File: src/rtl/adp_pkg.sv
// Shared types and constants for the data-processing ALU block.
`timescale 1ns / 1ps

package adp_pkg;

  localparam int unsigned DataW   = 32;
  localparam int unsigned NumRegs = 16;
  localparam int unsigned RegIdxW = $clog2(NumRegs);
  localparam int unsigned FuncW   = 4;

  typedef enum logic [FuncW-1:0] {
    OP_AND = 4'd0,
    OP_EOR = 4'd1,
    OP_SUB = 4'd2,
    OP_RSB = 4'd3,
    OP_ADD = 4'd4,
    OP_TST = 4'd8,
    OP_TEQ = 4'd9,
    OP_CMP = 4'd10,
    OP_ORR = 4'd12,
    OP_MOV = 4'd13
  } alu_op_e;

  typedef struct packed {
    logic n;
    logic z;
    logic c;
  } flags_t;

  // Outcome of one executed word.
  typedef struct packed {
    logic [DataW-1:0] res;
    logic             wr_en;
    logic             bad;
    flags_t           flags;
    logic [DataW-1:0] dest_value;
  } exec_t;

endpackage

File: src/rtl/adp_ram.sv
// Generic RAM: one write port, two registered read ports.
`timescale 1ns / 1ps

module adp_ram #(
  parameter int unsigned Width = 32,
  parameter int unsigned Depth = 16
) (
  input  logic                     clk_i,
  input  logic                     we_i,
  input  logic [$clog2(Depth)-1:0] waddr_i,
  input  logic [Width-1:0]         wdata_i,
  input  logic                     re_i,
  input  logic [$clog2(Depth)-1:0] raddr_a_i,
  input  logic [$clog2(Depth)-1:0] raddr_b_i,
  output logic [Width-1:0]         rdata_a_o,
  output logic [Width-1:0]         rdata_b_o
);

  logic [Width-1:0] mem_q [Depth];
  logic [Width-1:0] rdata_a_q;
  logic [Width-1:0] rdata_b_q;

  always_ff @(posedge clk_i) begin
    if (we_i) begin
      mem_q[waddr_i] <= wdata_i;
    end
    if (re_i) begin
      rdata_a_q <= mem_q[raddr_a_i];
      rdata_b_q <= mem_q[raddr_b_i];
    end
  end

  assign rdata_a_o = rdata_a_q;
  assign rdata_b_o = rdata_b_q;

endmodule

File: src/rtl/adp_alu.sv
// Combinational execute logic: result, write enable, bad opcode, destination value and next flags.
`timescale 1ns / 1ps

module adp_alu (
  input  logic [adp_pkg::FuncW-1:0] func_i,
  input  logic                      set_flags_i,
  input  logic [adp_pkg::DataW-1:0] rn_val_i,
  input  logic [adp_pkg::DataW-1:0] rd_val_i,
  input  logic [adp_pkg::DataW-1:0] op2_i,
  input  adp_pkg::flags_t           flags_i,
  output adp_pkg::exec_t            exec_o
);
  import adp_pkg::*;

  logic [DataW:0]   sum;
  logic [DataW:0]   sub_ab;
  logic [DataW:0]   sub_ba;
  logic [DataW-1:0] res;
  logic             writes;
  logic             bad;
  logic             upd_c;
  logic             new_c;
  flags_t           flags_d;

  assign sum    = {1'b0, rn_val_i} + {1'b0, op2_i};
  assign sub_ab = {1'b0, rn_val_i} - {1'b0, op2_i};
  assign sub_ba = {1'b0, op2_i} - {1'b0, rn_val_i};

  always_comb begin
    res    = '0;
    writes = 1'b0;
    bad    = 1'b0;
    upd_c  = 1'b0;
    new_c  = 1'b0;
    unique case (alu_op_e'(func_i))
      OP_AND: begin res = rn_val_i & op2_i; writes = 1'b1; end
      OP_EOR: begin res = rn_val_i ^ op2_i; writes = 1'b1; end
      OP_ORR: begin res = rn_val_i | op2_i; writes = 1'b1; end
      OP_MOV: begin res = op2_i;            writes = 1'b1; end
      OP_SUB: begin
        res = sub_ab[DataW-1:0]; writes = 1'b1; upd_c = 1'b1; new_c = ~sub_ab[DataW];
      end
      OP_RSB: begin
        res = sub_ba[DataW-1:0]; writes = 1'b1; upd_c = 1'b1; new_c = ~sub_ba[DataW];
      end
      OP_ADD: begin
        res = sum[DataW-1:0]; writes = 1'b1; upd_c = 1'b1; new_c = sum[DataW];
      end
      OP_TST: res = rn_val_i & op2_i;
      OP_TEQ: res = rn_val_i ^ op2_i;
      OP_CMP: begin
        res = sub_ab[DataW-1:0]; upd_c = 1'b1; new_c = ~sub_ab[DataW];
      end
      default: bad = 1'b1;
    endcase
  end

  always_comb begin
    flags_d = flags_i;
    if (!bad && set_flags_i) begin
      flags_d.n = res[DataW-1];
      flags_d.z = (res == '0);
      if (upd_c) begin
        flags_d.c = new_c;
      end
    end
  end

  assign exec_o.res        = res;
  assign exec_o.wr_en      = writes & ~bad;
  assign exec_o.bad        = bad;
  assign exec_o.flags      = flags_d;
  assign exec_o.dest_value = (writes & ~bad) ? res : rd_val_i;

endmodule

File: src/rtl/arm_data_processing_alu_top.sv
// Top level: ARM data-processing execute stage with register file and flags.
//
// Input channel: in_valid_i / in_stall_o with func_i, set_flags_i, src_index_i,
// dest_index_i and second_operand_i. A word is taken at a clock edge where
// in_valid_i is high and in_stall_o is low.
// Output channel: out_valid_o / out_stall_i with dest_value_o, the flags and
// bad_opcode_o. A result is taken where out_valid_o is high and out_stall_i low.
// An accepted word has the register file read into the operand stage,
// then the ALU writes the result register. Throughput: one word per
// cycle while out_stall_i does not hold a full result register, set by
// the combinational ALU between the operand register and the result
// register; a word's write back is forwarded into the next word's reads.
// Reset: all registers read as zero and the flags are clear; no words are
// in flight after reset, and words are accepted in the first cycle.
// Stall: while out_stall_i holds a full result register, the operand stage
// keeps its word and in_stall_o rises once that stage is occupied too.
`timescale 1ns / 1ps

module arm_data_processing_alu_top (
  input  logic                        clk_i,
  input  logic                        rst_ni,
  input  logic                        in_valid_i,
  output logic                        in_stall_o,
  input  logic [adp_pkg::FuncW-1:0]   func_i,
  input  logic                        set_flags_i,
  input  logic [adp_pkg::RegIdxW-1:0] src_index_i,
  input  logic [adp_pkg::RegIdxW-1:0] dest_index_i,
  input  logic [adp_pkg::DataW-1:0]   second_operand_i,
  output logic                        out_valid_o,
  input  logic                        out_stall_i,
  output logic [adp_pkg::DataW-1:0]   dest_value_o,
  output logic                        flag_n_o,
  output logic                        flag_z_o,
  output logic                        flag_c_o,
  output logic                        bad_opcode_o
);
  import adp_pkg::*;

  logic                in_acc;
  logic                fire;
  logic                s1_valid_q;
  logic [FuncW-1:0]    func_q;
  logic                set_flags_q;
  logic [RegIdxW-1:0]  dest_q;
  logic [DataW-1:0]    op2_q;
  logic                byp_a_q;
  logic                byp_b_q;
  logic [DataW-1:0]    byp_data_q;
  logic                vld_a_q;
  logic                vld_b_q;
  logic [NumRegs-1:0]  vld_q;
  logic [DataW-1:0]    ram_a;
  logic [DataW-1:0]    ram_b;
  logic [DataW-1:0]    rn_val;
  logic [DataW-1:0]    rd_val;
  flags_t              flags_q;
  exec_t               exec;
  logic                out_valid_q;
  logic [DataW-1:0]    dest_value_q;
  flags_t              out_flags_q;
  logic                bad_q;

  assign fire       = s1_valid_q & (~out_valid_q | ~out_stall_i);
  assign in_stall_o = s1_valid_q & ~fire;
  assign in_acc     = in_valid_i & ~in_stall_o;

  adp_ram #(
    .Width(DataW),
    .Depth(NumRegs)
  ) u_regfile (
    .clk_i     (clk_i),
    .we_i      (exec.wr_en & fire),
    .waddr_i   (dest_q),
    .wdata_i   (exec.res),
    .re_i      (in_acc),
    .raddr_a_i (src_index_i),
    .raddr_b_i (dest_index_i),
    .rdata_a_o (ram_a),
    .rdata_b_o (ram_b)
  );

  // Entries never written read as zero; same-edge write back is forwarded.
  assign rn_val = byp_a_q ? byp_data_q : (vld_a_q ? ram_a : '0);
  assign rd_val = byp_b_q ? byp_data_q : (vld_b_q ? ram_b : '0);

  adp_alu u_alu (
    .func_i      (func_q),
    .set_flags_i (set_flags_q),
    .rn_val_i    (rn_val),
    .rd_val_i    (rd_val),
    .op2_i       (op2_q),
    .flags_i     (flags_q),
    .exec_o      (exec)
  );

  // Operand stage control
  always_ff @(posedge clk_i or negedge rst_ni) begin
    if (!rst_ni) begin
      s1_valid_q <= 1'b0;
      vld_q      <= '0;
      flags_q    <= '0;
    end else begin
      if (in_acc) begin
        s1_valid_q <= 1'b1;
      end else if (fire) begin
        s1_valid_q <= 1'b0;
      end
      if (fire) begin
        flags_q <= exec.flags;
        if (exec.wr_en) begin
          vld_q[dest_q] <= 1'b1;
        end
      end
    end
  end

  // Operand stage payload
  always_ff @(posedge clk_i) begin
    if (in_acc) begin
      func_q      <= func_i;
      set_flags_q <= set_flags_i;
      dest_q      <= dest_index_i;
      op2_q       <= second_operand_i;
      byp_a_q     <= fire & exec.wr_en & (dest_q == src_index_i);
      byp_b_q     <= fire & exec.wr_en & (dest_q == dest_index_i);
      byp_data_q  <= exec.res;
      vld_a_q     <= vld_q[src_index_i];
      vld_b_q     <= vld_q[dest_index_i];
    end
  end

  // Result register
  always_ff @(posedge clk_i or negedge rst_ni) begin
    if (!rst_ni) begin
      out_valid_q <= 1'b0;
    end else if (fire) begin
      out_valid_q <= 1'b1;
    end else if (!out_stall_i) begin
      out_valid_q <= 1'b0;
    end
  end

  always_ff @(posedge clk_i) begin
    if (fire) begin
      dest_value_q <= exec.dest_value;
      out_flags_q  <= exec.flags;
      bad_q        <= exec.bad;
    end
  end

  assign out_valid_o  = out_valid_q;
  assign dest_value_o = dest_value_q;
  assign flag_n_o     = out_flags_q.n;
  assign flag_z_o     = out_flags_q.z;
  assign flag_c_o     = out_flags_q.c;
  assign bad_opcode_o = bad_q;

  // An unsupported opcode leaves the flags untouched.
  a_bad_keeps_flags: assert property (@(posedge clk_i) disable iff (!rst_ni)
    fire && exec.bad |=> flags_q == $past(flags_q))
    else $error("flags changed on unsupported opcode");

  // A word that does not write leaves the written-entry map alone.
  a_no_write_keeps_vld: assert property (@(posedge clk_i) disable iff (!rst_ni)
    fire && !exec.wr_en |=> $stable(vld_q))
    else $error("register map changed without a write");

  // The result register drains when taken and nothing new arrives.
  a_out_drains: assert property (@(posedge clk_i) disable iff (!rst_ni)
    out_valid_q && !out_stall_i && !fire |=> !out_valid_q)
    else $error("result register did not drain");

  // A stalled result keeps its word.
  a_out_holds: assert property (@(posedge clk_i) disable iff (!rst_ni)
    out_valid_q && out_stall_i |=> out_valid_q && $stable(dest_value_q)
      && $stable(out_flags_q) && $stable(bad_q))
    else $error("stalled result changed");

endmodule

File: config.mk
export PLATFORM = sky130hd
export DESIGN_NAME = arm_data_processing_alu_top
export DESIGN_NICKNAME = d
export VERILOG_FILES = /design/src/rtl/adp_pkg.sv /design/src/rtl/adp_ram.sv /design/src/rtl/adp_alu.sv /design/src/rtl/arm_data_processing_alu_top.sv
export SDC_FILE = /design/constraint.sdc
export NUM_CORES = 1
export LEC_CHECK = 0
export BUFFER_PORTS_ARGS = -buffer_cell sky130_fd_sc_hd__clkbuf_2
export CAP_MARGIN = 40
export CORE_MARGIN = 2
export CORE_UTILIZATION = 57
export CTS_CLUSTER_SIZE = 25
export DETAILED_ROUTE_END_ITERATION = 10
export PLACE_DENSITY = 0.77
export SKIP_LAST_GASP = 1
export SYNTH_ARGS = -nofsm -noshare
export SYNTH_HDL_FRONTEND = slang
export SYNTH_SLANG_ARGS = --single-unit
export TNS_END_PERCENT = 10
File: constraint.sdc
create_clock -name clk_i -period 4.81 [get_ports clk_i]
set_input_delay 0 -clock clk_i [delete_from_list [all_inputs] [get_ports clk_i]]
set_output_delay 0 -clock clk_i [all_outputs]
set_load 0.03 [all_outputs]
After elaboration in Yosys (flattened, before gate mapping)
Memory sizes are Yosys's and may differ from the RTL's. A register that Yosys moved wholly into a read port is not among the register bits.
Index checks and enable logic that the tools add are counted.
{"block": "word_totals", "reg_bits": 134, "mem_bits_rw": 512, "input_bits": 49, "output_inout_bits": 38, "wordCells": 94, "mem_count": 1}
{"memory": "u_regfile.mem_q", "words": 16, "width": 32, "rd": 2, "rd_clocked_by_memory_dff": 2, "write_ports": 1, "line_no": "adp_ram.sv:19", "text": "logic [Width-1:0] mem_q [Depth];"}
{"block": "classes", "add_sub_neg": 3, "order_cmp": 4, "n_eq_ne": 12, "muxes": 24, "bitwise_logic": 18, "n_reduce_logical": 12}
{"operator": "32-bit case mux with 7 select lines", "count": 1}
{"operator": "32-bit two-way mux", "count": 5}
{"operator": "32-bit by 32-bit subtractor with 33-bit output", "count": 2}
{"operator": "32-bit by 32-bit adder with 33-bit output", "count": 1}
{"operator": "32-bit AND", "count": 1}
{"operator": "32-bit zero test", "count": 1}
{"operator": "32-bit OR", "count": 1}
{"operator": "32-bit XOR", "count": 1}
{"operator": "4-bit == test, second input constant", "count": 5}
{"operator": "16-bit OR", "count": 1}
{"operator": "4-bit by 5-bit less-than comparator with 1-bit output, second input constant", "count": 3}
{"operator": "1-bit two-way mux", "count": 13}
{"operator": "10-bit OR reduction", "count": 1}
{"operator": "1-bit binary-select mux with 4-bit select", "count": 2}
{"operator": "4-bit by 2-bit == test with 1-bit output, second input constant", "count": 2}
{"operator": "4-bit == test", "count": 2}
{"operator": "1-bit AND", "count": 7}
{"operator": "7-bit OR reduction", "count": 1}
{"operator": "1-bit inverter", "count": 6}
{"operator": "2-bit OR reduction", "count": 3}
{"operator": "1-bit demux with 4-bit select", "count": 1}
{"operator": "4-bit by 1-bit == test with 1-bit output, second input constant", "count": 1}
{"operator": "4-bit by 3-bit == test with 1-bit output, second input constant", "count": 1}
{"operator": "4-bit by 1-bit greater-or-equal comparator with 1-bit output, second input constant", "count": 1}
{"operator": "other kinds (9)", "count": 10}

Logic depth before layout (Yosys ltp)
Gate-level depths: netlist of run 1.
{"block": "depth", "depth_word": 8, "depth_mapped": 19, "mapped_depth_nobuf": 17}

Hierarchy
A second synthesis of run 1 with hierarchy kept.
{"block": "hier_totals", "cells_unflattened": 2709, "area_unflattened_um2": 38525.7}
{"mod": "adp_ram", "n_inst": 1, "cells_per_inst": 1141, "area_each_um2": 24828.8, "seq_area_each_um2": 17296.6}
{"mod": "adp_alu", "n_inst": 1, "cells_per_inst": 1283, "area_each_um2": 8458.1, "seq_area_each_um2": 0.0}
{"mod": "arm_data_processing_alu_top", "n_inst": 1, "cells_per_inst": 285, "area_each_um2": 5238.8, "seq_area_each_um2": 3918.8}

Least setup slack after synthesis of run 1
Ideal clock, no wire load.
{"block": "synth_path", "kind": "flip-flop to flip-flop", "start": "register out_valid_q (netlist: out_valid_o)", "end": "memory u_regfile.mem_q[0][0] (enable)", "arrival_time_ns": 4.344, "t_required_ns": 4.348, "path_slack_ns": 0.004, "path_stages_with_launch": 7, "period_less_slack_ns": 4.806, "path_cell_list": "dfrtp_1 > nand2_1 > nand2_1 > inv_1 > nand2_1 > or3_1 > nor3_1"}
{"block": "synth_via", "elab_chain_len": 6}
{"element": "start, declared", "line_no": "arm_data_processing_alu_top.sv:58", "text": "logic out_valid_q;"}
{"element": "start signal, assigned", "line_no": "arm_data_processing_alu_top.sv:135", "text": "out_valid_q <= 1'b0;"}
{"element": "start signal, assigned", "line_no": "arm_data_processing_alu_top.sv:137", "text": "out_valid_q <= 1'b1;"}
{"element": "start signal, assigned", "line_no": "arm_data_processing_alu_top.sv:139", "text": "out_valid_q <= 1'b0;"}
{"element": "1-bit inverter", "line_no": "arm_data_processing_alu_top.sv:63", "text": "assign fire = s1_valid_q & (~out_valid_q | ~out_stall_i);"}
{"element": "1-bit OR", "line_no": "arm_data_processing_alu_top.sv:63"}
{"element": "1-bit AND", "line_no": "arm_data_processing_alu_top.sv:63"}
{"element": "via fire", "line_no": "arm_data_processing_alu_top.sv:40", "text": "logic fire;"}
{"element": "1-bit AND", "line_no": "arm_data_processing_alu_top.sv:72", "text": ".we_i (exec.wr_en & fire),"}
{"element": "1-bit two-way mux", "line_no": "adp_ram.sv:24", "text": "if (we_i) begin"}
{"element": "1-bit two-way mux (implied by the code)", "line_no": "adp_ram.sv:25", "text": "mem_q[waddr_i] <= wdata_i;"}
{"element": "end, declared", "line_no": "adp_ram.sv:19"}
The timed path passes the listed nets, and every way through them passes these cells.

==> impl_metrics.yaml, run 1 <==
run_status:
  status: "completed"
routing:
  first_pass_iters: 7
  vias: 27200
  routed_wirelength_um: 130400
  antenna_left: 0
  drc: 0
  drt-initial-drc-count: 3787
  viasPerCell: 7.357
  post_drt_wl_per_cell_um: 35.27
logic_synthesis:
  synth_area_leaders: "edfxtp_1, mux4_2, ha_1, a21oi_1, nor2_1"
  synth_nets: 2716
  seq_area_frac_synth_pct: 55.63
  yosys_warnings: 0
  async_flop_share_pct: 2.958
  synth-seq-cells: 710
  ys.flop_type: "edfxtp_1"
  syn_area_per_cell_sq_um: 15.08
  synth_edf_count: 689
  syn_inst: 2529
  synth_cell_types: 91
  yosys.cell_count.top_type: "edfxtp_1"
  yosysTopAreaCellShare_pct: 54.25
  syn-cell-area_sq_mm: 0.03814
  yosys-top-cells-count: "edfxtp_1, mux4_2, nor2_1, ha_1, a21oi_1"
  yosysTopAreaCell: "edfxtp_1"
die:
  core_sq_mm: 0.06598
  dieArea_sq_mm: 0.06899
  start_util_pct: 57.80
  die_y_um: 262.7
  fp-row-count: 94
  boundaryPins: 87
  die_w_um: 262.7
sta:
  post-route-min-period_ns: 4.785
  maxSlewViolCount: 0
  slew_headroom_pct: 36.05
  worst_pin_slew_ns: 0.9492
  fin_setup_tns_ns: 0
  rsz0062_at_grt: "true"
  fin_crit_sh_pct: 99.48
  fin_hold_ws_ns: 0.08290
  skew_ns: 0.05631
  setup_violations: 0
  max_clock_freq_mhz: 209.0
  hold_viol: 0
setup_path:
  critical_path_class: "register to register"
  timing.rr.end: "u_regfile.mem_q[9][28]$_DFFE_PP_"
  arrival_ns: 5.06
  crit_end: "u_regfile.mem_q[9][28]$_DFFE_PP_"
  reg2reg_slack_ns: 0.03
  rr_startpoint: "byp_a_q$_DFFE_PP_"
  crit_path_start: "byp_a_q$_DFFE_PP_"
  end_kind: "register"
  crit_required_ns: 5.08
  crit_path_start_kind: "register"
  path_max_fanout: 17
  rr_worst_depth: 18
placed_design:
  dp_hpwl_um: 86110
  placed_area_sq_mm: 0.04099
  post-place-cells: 3518
  gp_congestion: 1.049
  io_buffers: 86
power:
  power_frac_seq_pct: 44.2
  p_int_mw: 12.03
  p_comb_share_pct: 20.3
  switching_share_pct: 29.24
  pwr-share-clk_pct: 35.5
  leakage_nw: 15.35
  switching_power_mw: 4.969
  power.density_mw_per_mm2: 386.4
  vdd.ir_drop.worst_mv: 0.3628
clocking:
  cts.path.max_buffers: 3
  cts_setup_buffers: 0
  clkSinkCount: 710
  cts_made_buffers: 74
  htree_levels: 3
  clkTransAtPathRegs_ns: 0.06
  clk_latency_ns: 0.66
  cts_tree: "done"
  root_buffer: "clkbuf_16"
global_routing:
  global_route.overflow_total: 0
  grt_usage_pct: 37.99
  first_global_vias: 27630
  antenna_found_initial: 5
  grt_max_degree: 79
  grt_pass1_wl_um: 189900
final_layout:
  drive_gt1_share_pct: 28.91
  fill_cells: 4377
  fin_area_sq_mm: 0.04398
  fin_util_pct: 66.66
  fin_cells: 3697
  area.growth.synth_to_final_pct: 15.33
  final_nets: 2960
  antennaDiodeCount: 0
min_path:
  hp-class: "primary input to register"
  hold_depth: 2
job:
  maxCapViolCount: 0
-- layer usage --
layer  routed length [um]  global-route usage [%]  part of all wire, %  vias to the layer above
met5                   41                       0                0.031                        -
met4                 7460                   19.35                  5.7                        6
met3                14430                   8.255                   11                      444
met2                62210                   60.77                   48                     2191
met1                46240                   49.57                   35                    13730
li1                     -                       -                    -                    10830
-- stage by stage --
step / total power [mW] / setup WS [ns]
finish: 16.99 / 0.02517
CTS: 16.93 / 0.005292
global route: 17.46 / -0.1459
global placement: 10.85 / -0.004192
floorplan: 9.582 / 0.003902
detailed placement: 10.93 / 0.003782
-- placed cells by master, fill, tap and decap left out, types with 13 or more instances in the layout --
cell / instances
o31ai_1: 15
clkinv_1: 13
nand4_1: 29
nor2_1: 155
dfrtp_1: 21
o21a_1: 13
nor3_1: 26
buf_4: 191
nor2b_1: 16
o211ai_1: 26
a221oi_1: 47
nand2_1: 79
nand3_1: 34
a22oi_1: 15
a21oi_1: 129
clkbuf_1: 16
clkbuf_16: 74
ha_1: 134
o21bai_1: 16
a22o_1: 35
dlygate4sd3_1: 43
clkbuf_2: 80
edfxtp_1: 689
inv_1: 109
or2_2: 20
mux4_2: 330
nand2b_1: 15
a31oi_1: 25
o21ai_0: 70
xnor2_1: 28
a21o_1: 20
-- worst min-delay path by stage --
stage,startpoint,end
after global placement,rst_ni,flags_q[2]$_DFFE_PN0P_
final,second_operand_i[17],op2_q[17]$_DFFE_PP_
after floorplan,rst_ni,flags_q[0]$_DFFE_PN0P_
after CTS,func_i[0],func_q[0]$_DFFE_PP_
after global routing,second_operand_i[25],op2_q[25]$_DFFE_PP_
after detailed placement,rst_ni,flags_q[2]$_DFFE_PN0P_
-- power groups by stage --
stage / sequential (mW) / clock (mW) / combinational [mW]
3_5_place_dp: 7.62 / 0 / 3.31
2_1_floorplan: 7.63 / 0 / 1.95
6_report: 7.51 / 6.03 / 3.45
5_1_grt: 7.53 / 6.28 / 3.65
3_3_place_gp: 7.61 / 0 / 3.24
4_1_cts: 7.50 / 6.06 / 3.37
-- sequential cells by signal, summed over array words and instances, names as in the netlist --
signal and count:
vld_a_q 1, byp_data_q 32, u_regfile.rdata_b_o 32, byp_a_q 1, flag_n_o 1, flag_c_o 1
flag_z_o 1, s1_valid_q 1, u_regfile.mem_q 512, set_flags_q 1, dest_value_o 32, flags_q 3
vld_q 16, vld_b_q 1, dest_q 4, bad_opcode_o 1, op2_q 32, u_regfile.rdata_a_o 32
byp_b_q 1, func_q 4, out_valid_o 1
-- critical path: stages, from the launching register on --
cell       delay [ns]
edfxtp_1         0.41
buf_4            0.21
buf_4            0.16
a22o_1           0.30
ha_1             0.39
or4_1            0.48
nand2b_1         0.24
nor2_1           0.15
a211oi_2         0.13
buf_12           0.16
a2111oi_0        0.36
buf_4            0.18
a211o_1          0.12
buf_4            0.11
a31oi_1          0.09
xnor2_1          0.17
a211oi_2         0.33
buf_4            0.19
inv_1            0.22
-- cell type report --
class	count	area, sq um	share of cell area, %
inverters	116	435.4	0.9900
multi-input cells	1533	15990	36.35
clock inverters	42	581.8	1.323
flip-flops and latches	710	21220	48.24
repair buffers	338	2715	6.173
clock buffers	94	1967	4.472
well taps	864	1081	2.458
-- logic make-up after synthesis --
logic type,Yosys count,share of synthesized area [%]
buffers and inverters,286,2.877
multiplexers,343,19.85
flip-flops,710,55.63
AO/OA/AOI/OAI,563,10.47
AND/OR/NAND/NOR,459,5.899
XOR/XNOR,30,0.6890
adder cells (fa/ha/maj),138,4.587
-- what timing repair did --
action	CTS	global route
hold endpoints to repair	85	0
pin swaps	1	0
setup endpoints to repair	17	38
gates resized for setup	1	6
hold buffers	43	0
gates cloned	0	0
No activity file was read; power rests on OpenSTA's default activity.
==> run 2: changes to the inputs <==
- BUFFER_PORTS_ARGS: -buffer_cell sky130_fd_sc_hd__clkbuf_2 -> -buffer_cell sky130_fd_sc_hd__buf_2
- PLACE_DENSITY: 0.77 -> 0.78
==> impl_metrics.yaml, run 2 (same netlist as run 1, synthesis figures left out) <==
run_status:
  status: "finished, violations left"
  violations: "setup timing"
min_path:
  hp-class: "primary input to register"
  holdPathEnd: "func_q[3]$_DFFE_PP_"
  hold_depth: 2
  min_from: "func_i[3]"
sta:
  post-route-min-period_ns: 4.838
  fin_crit_sh_pct: 100.6
  setup_ws_ns: -0.02775
  hold_viol: 0
  slew_headroom_pct: 41.36
  skew_ns: 0.03509
  setup_violations: 1
  max_clock_freq_mhz: 206.7
  maxSlewViolCount: 0
  rsz0062_at_grt: "true"
  worst_pin_slew_ns: 0.8767
clocking:
  clk_latency_ns: 0.64
  clkSinkCount: 710
  htree_levels: 3
  cts.path.max_buffers: 3
  cts_tree: "done"
  root_buffer: "clkbuf_16"
  cts_made_buffers: 74
  clkTransAtPathRegs_ns: 0.06
final_layout:
  antennaDiodeCount: 0
  area.growth.synth_to_final_pct: 14.52
  final_nets: 2934
  multi_input_area_sq_mm: 0.01604
  fill_cells: 4380
  fin_area_sq_mm: 0.04367
  final-seq-area_sq_mm: 0.02122
  drive_gt1_share_pct: 28.37
  largest_register: "u_regfile.mem_q"
  fin_cells: 3666
  layout_commonest_cell: "edfxtp_1"
  largest_reg_flops: 512
  final_cell_mix: "edfxtp_1, mux4_2, buf_4"
setup_path:
  rr_worst_depth: 16
  arrival_ns: 5.31
  timing.rr.end: "flag_z_o$_DFFE_PP_"
  crit_path_start_kind: "register"
  critical_path_class: "register to register"
  critPathTopFamily: "compound AO/OA/AOI/OAI gates"
  rr_startpoint: "vld_a_q$_DFFE_PP_"
  critPathMaxStageDelay_ns: 0.49
  reg2reg_slack_ns: -0.03
  crit_required_ns: 5.28
  path_max_fanout: 17
  crit_buf_inv: 2
  cp_slowest_cell: "a221oi_4"
  cp_cell_sequence: "nor2b_2 -> buf_12 -> a22o_1 -> ha_1 -> a21o_1 -> a221oi_4 -> buf_4 -> o21ai_0 -> a211oi_1 -> a21boi_0 -> a221oi_2 -> nor3_1 -> nand4b_1 -> nor4_1 -> nand4_1 -> o21ai_1"
  end_kind: "register"
placed_design:
  dp_hpwl_um: 83240
  placed_area_sq_mm: 0.04077
  post-place-ws_ns: 0.05976
  post-place-cells: 3489
  gp_congestion: 1.052
  io_buffers: 86
die:
  fp-row-count: 94
  die_y_um: 262.7
  start_util_pct: 57.80
  die_w_um: 262.7
  core_sq_mm: 0.06598
  boundaryPins: 87
  dieArea_sq_mm: 0.06899
power:
  vdd.ir_drop.worst_mv: 0.2750
  power.density_mw_per_mm2: 379.7
  leakage_nw: 15.11
routing:
  antenna_left: 0
  drc: 0
  vias: 27120
  drt-initial-drc-count: 3903
  post_drt_wl_per_cell_um: 35.03
  first_pass_iters: 6
  routed_wirelength_um: 128400
  viasPerCell: 7.398
global_routing:
  grt_max_degree: 111
  global_route.overflow_total: 0
  first_global_vias: 27340
  grt_usage_pct: 37.29
  antenna_found_initial: 3
  grt_pass1_wl_um: 187400
job:
  maxCapViolCount: 0
## run 2: cell types whose count changed in the layout (fill, tap and decap cells not counted), moves of 5 or more
cell and change:
buf_12 +5, buf_2 +79, clkbuf_2 -80, buf_4 -29, bufinv_16 -5
## run 2: per-stage QoR
stage	setup TNS (ns)	hold WS [ns]	util (%)	power, mW
floorplan	0	-0.2956	-	9.582
global placement	0	0.009411	61.61	10.78
detailed placement	0	0.02936	61.79	10.87
CTS	0	0.06575	66.04	16.50
global route	-0.3222	0.08540	66.19	17.03
finish	-0.02775	0.08664	66.19	16.58
## run 2: cell type report
| type | instances | area share, % |
|---|---|---|
| Clock buffer | 88 | 4.383 |
| Sequential cell | 710 | 48.58 |
| Tap cell | 864 | 2.475 |
| Inverter | 116 | 1.014 |
| Clock inverter | 43 | 1.008 |
| Multi-Input combinational cell | 1533 | 36.74 |
| Timing Repair Buffer | 312 | 5.804 |
## run 2: timing repair
action                                 in CTS  in global routing
gates resized for setup                     2                 17
endpoints found under the hold margin      79                  0
setup endpoints to repair                  17                 42
hold buffers                               44                  0
setup buffers                               0                  2
## run 2: worst reg2reg max path: cells and delay by family, from the launching register on
| kind | cells | cell delay, ns |
|---|---|---|
| flip-flops | 1 | 0.39 |
| AO/OA/AOI/OAI | 8 | 2.07 |
| buffers and inverters | 2 | 0.37 |
| adder cells (fa/ha/maj) | 1 | 0.44 |
| AND/OR/NAND/NOR | 5 | 1.41 |
## run 2: metal layers
metal,share of wire (%),track usage [%],up-vias,routed length (um)
met5,0.010,0,-,13
met4,6.0,18.28,2,7750
met3,10,6.915,484,13350
met2,48,60.80,2090,61670
met1,36,48.74,13750,45640
li1,-,-,10800,-
## run 2: power by group
part,total (mW),switching [mW],leakage (nW),internal [mW]
registers,7.51,0.179,6.62,7.33
logic,3.44,2.19,7.37,1.25
clock network,5.63,2.53,1.12,3.10
## run 2: how the worst max path moves through the flow
stage	slack [ns]	cells after the start	startpoint	endpoint
floorplan	0.004	6	out_valid_o$_DFFE_PN0P_	u_regfile.mem_q[0][0]$_DFFE_PP_
global placement	0.10	17	vld_a_q$_DFFE_PP_	u_regfile.mem_q[10][28]$_DFFE_PP_
detailed placement	0.06	17	byp_a_q$_DFFE_PP_	u_regfile.mem_q[8][28]$_DFFE_PP_
CTS	0.03	16	vld_a_q$_DFFE_PP_	flag_z_o$_DFFE_PP_
global route	-0.14	16	byp_a_q$_DFFE_PP_	flag_z_o$_DFFE_PP_
finish	-0.03	16	vld_a_q$_DFFE_PP_	flag_z_o$_DFFE_PP_
